==> src/torq_pkg.sv <==
// ----------------------------------------------------------------------------
// torq_pkg: shared types and constants
// Widths, action codes, controller states and the command/status bundles
// that join the controller and the datapath.
// ----------------------------------------------------------------------------
package torq_pkg;

  localparam int QUEUE_DEPTH = 32;
  localparam int CNT_W       = $clog2(QUEUE_DEPTH + 1);

  localparam int ACT_W  = 2;
  localparam int CHAN_W = 5;
  localparam int ECH_W  = 4;
  localparam int TS_W   = 64;
  localparam int KEY_W  = 32;
  localparam int BODY_W = 64;

  localparam int S_DATA_W = 168;
  localparam int M_DATA_W = 168;
  localparam int M_USER_W = 2;

  localparam logic [ACT_W-1:0] ACT_PASS = 2'd0;
  localparam logic [ACT_W-1:0] ACT_INS  = 2'd1;
  localparam logic [ACT_W-1:0] ACT_REL  = 2'd2;

  typedef enum logic [1:0] {
    ST_IDLE,
    ST_EXEC,
    ST_REL
  } state_e;

  typedef struct packed {
    logic latch;
    logic mark;
    logic insert;
    logic pop;
    logic emit_msg;
    logic emit_close;
    logic close_status;
  } cmd_t;

  typedef struct packed {
    logic [ACT_W-1:0] action;
    logic             full;
    logic             head_ok;
    logic             out_free;
  } sts_t;

endpackage

==> src/torq_ctrl.sv <==
// ----------------------------------------------------------------------------
// torq_ctrl: sequencing controller
// Takes one input at a time, runs its action on the datapath and issues
// one result per cycle while the output register is free.
// ----------------------------------------------------------------------------
module torq_ctrl (
  input  logic           clk_i,
  input  logic           rst_ni,
  input  logic           s_tvalid_i,
  output logic           s_tready_o,
  input  torq_pkg::sts_t sts_i,
  output torq_pkg::cmd_t cmd_o
);
  import torq_pkg::*;

  state_e state_q, state_d;

  always_ff @(posedge clk_i or negedge rst_ni) begin
    if (!rst_ni) begin
      state_q <= ST_IDLE;
    end else begin
      state_q <= state_d;
    end
  end

  always_comb begin
    state_d = state_q;
    case (state_q)
      ST_IDLE: begin
        if (s_tvalid_i) state_d = ST_EXEC;
      end
      ST_EXEC: begin
        if (sts_i.action == ACT_REL) begin
          state_d = ST_REL;
        end else if (sts_i.out_free) begin
          state_d = ST_IDLE;
        end
      end
      ST_REL: begin
        if (sts_i.out_free && !sts_i.head_ok) state_d = ST_IDLE;
      end
      default: state_d = ST_IDLE;
    endcase
  end

  always_comb begin
    cmd_o      = '0;
    s_tready_o = 1'b0;
    case (state_q)
      ST_IDLE: begin
        s_tready_o  = 1'b1;
        cmd_o.latch = s_tvalid_i;
      end
      ST_EXEC: begin
        if (sts_i.action != ACT_REL && sts_i.out_free) begin
          cmd_o.emit_close   = 1'b1;
          cmd_o.mark         = (sts_i.action == ACT_PASS);
          cmd_o.insert       = (sts_i.action == ACT_INS) && !sts_i.full;
          cmd_o.close_status = (sts_i.action == ACT_INS) && sts_i.full;
        end
      end
      ST_REL: begin
        if (sts_i.out_free) begin
          if (sts_i.head_ok) begin
            cmd_o.emit_msg = 1'b1;
            cmd_o.pop      = 1'b1;
          end else begin
            cmd_o.emit_close = 1'b1;
          end
        end
      end
      default: cmd_o = '0;
    endcase
  end

endmodule

==> config.mk <==
export PLATFORM = sky130hd
export DESIGN_NAME = torq_ctrl
export DESIGN_NICKNAME = d
export VERILOG_FILES = /design/src/torq_pkg.sv /design/src/torq_ctrl.sv
export SDC_FILE = /design/constraint.sdc
export NUM_CORES = 1
export LEC_CHECK = 0
export BUFFER_PORTS_ARGS = -buffer_cell sky130_fd_sc_hd__buf_2
export CAP_MARGIN = 20
export CORE_AREA = 2 2 39 41
export CTS_CLUSTER_DIAMETER = 40
export DETAILED_ROUTE_END_ITERATION = 7
export DIE_AREA = 0 0 41 43
export SYNTH_ARGS = -nofsm -noshare
export SYNTH_HDL_FRONTEND = slang
export SYNTH_SLANG_ARGS = --single-unit
export TNS_END_PERCENT = 5
==> constraint.sdc <==
create_clock -name clk_i -period 1.8 [get_ports clk_i]
set_input_delay 0.18 -clock clk_i [delete_from_list [all_inputs] [get_ports clk_i]]
set_output_delay 0.18 -clock clk_i [all_outputs]
set_load 0.005 [all_outputs]
* Word level (Yosys, flattened, before mapping)
Cells that the tools add are included.
Word-level totals: register bits after elaboration 2, input bits 8, output and inout bits 8, logic and storage cells 34
Operators by class: equality and inequality tests 8, mux-type cells 16, reductions and logical operators 9
Operator list (count):
- $mux W2 | 9
- $ne A2 B2 Y1 const B | 3
- $pmux W2 S3 | 1
- $eq A2 B1 Y1 const B | 2
- $eq A2 B2 Y1 const B | 2
- $logic_and A1 B1 Y1 | 4
- $logic_not A2 Y1 | 2
- $mux W1 | 4
- $mux W3 | 1
- $ne A3 B3 Y1 const B | 1
- $reduce_and A3 Y1 | 1
- $logic_not A1 Y1 | 2
- $pmux W1 S2 | 1

* Depth between registers and ports, before layout
depth in word-level cells 4, mapped depth 5, depth with buffers taken out 5

* Least setup slack after synthesis
Ideal clock, no wire load.
path kind flip-flop to flip-flop, start register state_q[0], end register state_q[0], setup time 0.132 ns, arrival time 1.101 ns, data required time 1.668 ns, slack 0.567 ns, cell stages (with the launch flop) 6, path buffers 0, clock period less this slack 1.233 ns, path through dfrtp_1 inv_1 ha_1 nor3b_1 o311ai_1 o21ai_1
Between the ends: cells in the longest elaborated chain, start to end 3, elaborated cells on any way between the ends 8, classes of those cells eq/ne (5); mux (1); reduce/logical (2)
Ends and longest elaborated chain:
- from (decl) | line torq_ctrl.sv:16 | state_e state_q, state_d;
- from (signal assigned) | line torq_ctrl.sv:22 | state_q <= state_d;
- $eq A2 B1 Y1 (tied with other cells) | line torq_ctrl.sv:28 | case (state_q)
- $ne A3 B3 Y1 (no line) or $ne A2 B2 Y1 (tied branches)
- $reduce_and A3 Y1 (no line)
Parallel ways exist; a longest one is shown, timed or not. A chain may end at the register's enable or synchronous reset.

==> results.cfg <==
[synthesis]
synth_cell_type_count = 19
ys_seq_elements = 2
synth_top_area_frac = 0.191
ys_warn_count = 0
avgSynthCellArea_um2 = 7.69
ys_seq_area_frac = 0.191
synth_area_leader_cell = dfrtp_1
synth_area_leaders = dfrtp_1 19%, ha_1 14%, nor2b_1 7.2%, a221oi_2 5.7%, nor2_1 5.7%
synth_fp_nets = 45
syn-instance-count = 34
synth_area_um2 = 262

[floorplanning]
core_area_um2 = 1380
start_util = 0.189
boundaryPins = 16
die_w_um = 41
dieArea_um2 = 1760
die_h_um = 43
rows = 14

[cells_and_area]
drive_gt1_frac = 0.365
layout_commonest_cell = buf_2
fin_util = 0.276
finalNonFillerCells = 68
regMostFlops = state_q
final_net_count = 65
nFillCells = 152
reg_top3 = state_q: 2 flops
largest_reg_flops = 2
mostFrequentLayoutCells = 15 x buf_2, 4 x nor2_1
areaGrowthSynthToFinish_pct = 45.9
n_antenna_cell = 0

[pwr]
totalPowerFinal_mw = 0.435
powerDensity_nw_per_um2 = 1140
peakVddDrop_mv = 0.238
p_leak_nw = 0.207

[place]
dp_slack_ps = 390
portBuffers = 15
place_hpwl_um = 466
gp_congestion = 0.654
dp_cells = 64

[global_route]
grt_overflow = 0
antenna_found_initial = 0
grt_pass1_vias = 259
grt_pass1_wl_um = 938
grt_usage = 0.0771
grt_max_degree = 9

[clock_network]
clock-root-buffer = clkbuf_4
clock_path_buffers = 2
numCtsBuffers = 3
clock-sinks = 2
cts-htree-levels = 1
holdBufCountCts = 1
clock_latency_ps = 220
post_cts_buffers = 0
clk_pin_slew_worst_paths_ps = 30
cts_resized = 0
tritoncts = yes

[drt]
first_pass_iters = 3
met1Wirelength_um = 234
dr_wl_met2_um = 314
route.met3.wl_um = 4
top_layer = met3
drtIter0Drc = 3
wl_per_cell_um = 8.13
drt-total-wl_um = 553
drc = 0
viasPerCell = 4.19
postRouteAntennaNets = 0
vias = 285

[flow_run]
max_cap_violations = 0

[min_path]
hold_class = in2async

[sta]
rsz0062_at_grt = false
min_period_ps = 1610
hold_violations = 0
setup_tns_ps = 0
finalSetupViolations = 0
min_period_over_period = 0.894
worst_pin_slew_ps = 260
clock.fmax_mhz = 621
drv_slew = 0
max_slew_margin = 0.824
timing.final.ws_setup_ps = 190
finalClockSkew_ps = 0.912

[worst_setup_path]
cpPeakStageDelay_ps = 380
rrSetupSlack_ps = 400
crit_path_end_kind = output pin
crit_buf_inv = 2
cp_top_family = flip-flops
path_class = reg2out
crit_arrival_ps = 1430
crit_chain = inv_1, ha_1, nor2b_1, a21oi_1, nor2_1, buf_2
r2r-start = state_q[0]
crit_fanout = 8
crit_required_ps = 1620
cp-start-kind = flop
slowest_stage = dfrtp_1
reg2reg_to = state_q[0]
r2r.worst_path.cells = 5

[run_status]
status = finished clean
worst max-delay path by stage:
| stage | cells past startpoint | startpoint | slack (ps) | end |
|---|---|---|---|---|
| floorplan | 5 | state_q[0] | 570 | state_q[0] |
| global placement | 5 | state_q[0] | 390 | state_q[0] |
| detailed placement | 5 | state_q[0] | 390 | state_q[0] |
| CTS | 6 | state_q[0] | 180 | cmd_o[1] |
| global route | 6 | state_q[0] | 40 | cmd_o[1] |
| finish | 6 | state_q[0] | 190 | cmd_o[1] |
routing by layer:
| metal | vias up | track usage |
|---|---|---|
| met5 | - | 0 |
| met4 | 0 | 0.0600 |
| met3 | 0 | 0.0157 |
| met2 | 1 | 0.119 |
| met1 | 128 | 0.0860 |
| li1 | 156 | - |
worst reg2reg max path, delay by kind of cell (launching register included):
family / cells / cell delay [ps]
adders and majority gates: 1 / 310
and+or+nand+nor: 1 / 90
AOI/OAI and AO/OA: 2 / 400
buffers and inverters: 1 / 100
DFF: 1 / 380
layout make-up:
type                    count  area, µm²  area share
multi-input cells          28        193       0.505
repair buffers             16       85.1       0.223
flip-flops and latches      2       50.0       0.131
clock buffers               3       22.5      0.0590
well taps                  16       20.0      0.0525
inverters                   3       11.3      0.0295
kinds of logic after synthesis:
| group | synth area share |
|---|---|
| compound gates | 0.211 |
| flops | 0.191 |
| fa+ha+maj | 0.144 |
| buf+inv | 0.0718 |
| simple gates | 0.383 |
through the flow:
| stage | cell area [µm²] | hold slack (ps) |
|---|---|---|
| after floorplan | 262 | -116 |
| after global placement | 349 | -33.4 |
| after detailed placement | 349 | -34.7 |
| after CTS | 382 | 278 |
| after global routing | 382 | 281 |
| final | 382 | 278 |
report_power, final:
group / switching, mW / internal [mW]
Clock: 0.0236 / 0.0734
Sequential: 0.0128 / 0.0652
Combinational: 0.135 / 0.125
cell usage after synthesis, drive strengths merged:
cell type,number
nor2,4
ha,3
inv,3
nand2,3
nor2b,3
a21oi,2
and3,2
dfrtp,2
nand2b,2
a211oi,1
a221oi,1
and2,1
and2b,1
and3b,1
buf,1
nor3b,1
o21ai,1
o2bb2ai,1
o311ai,1
Note: power is estimated with default switching activity, not from simulation.
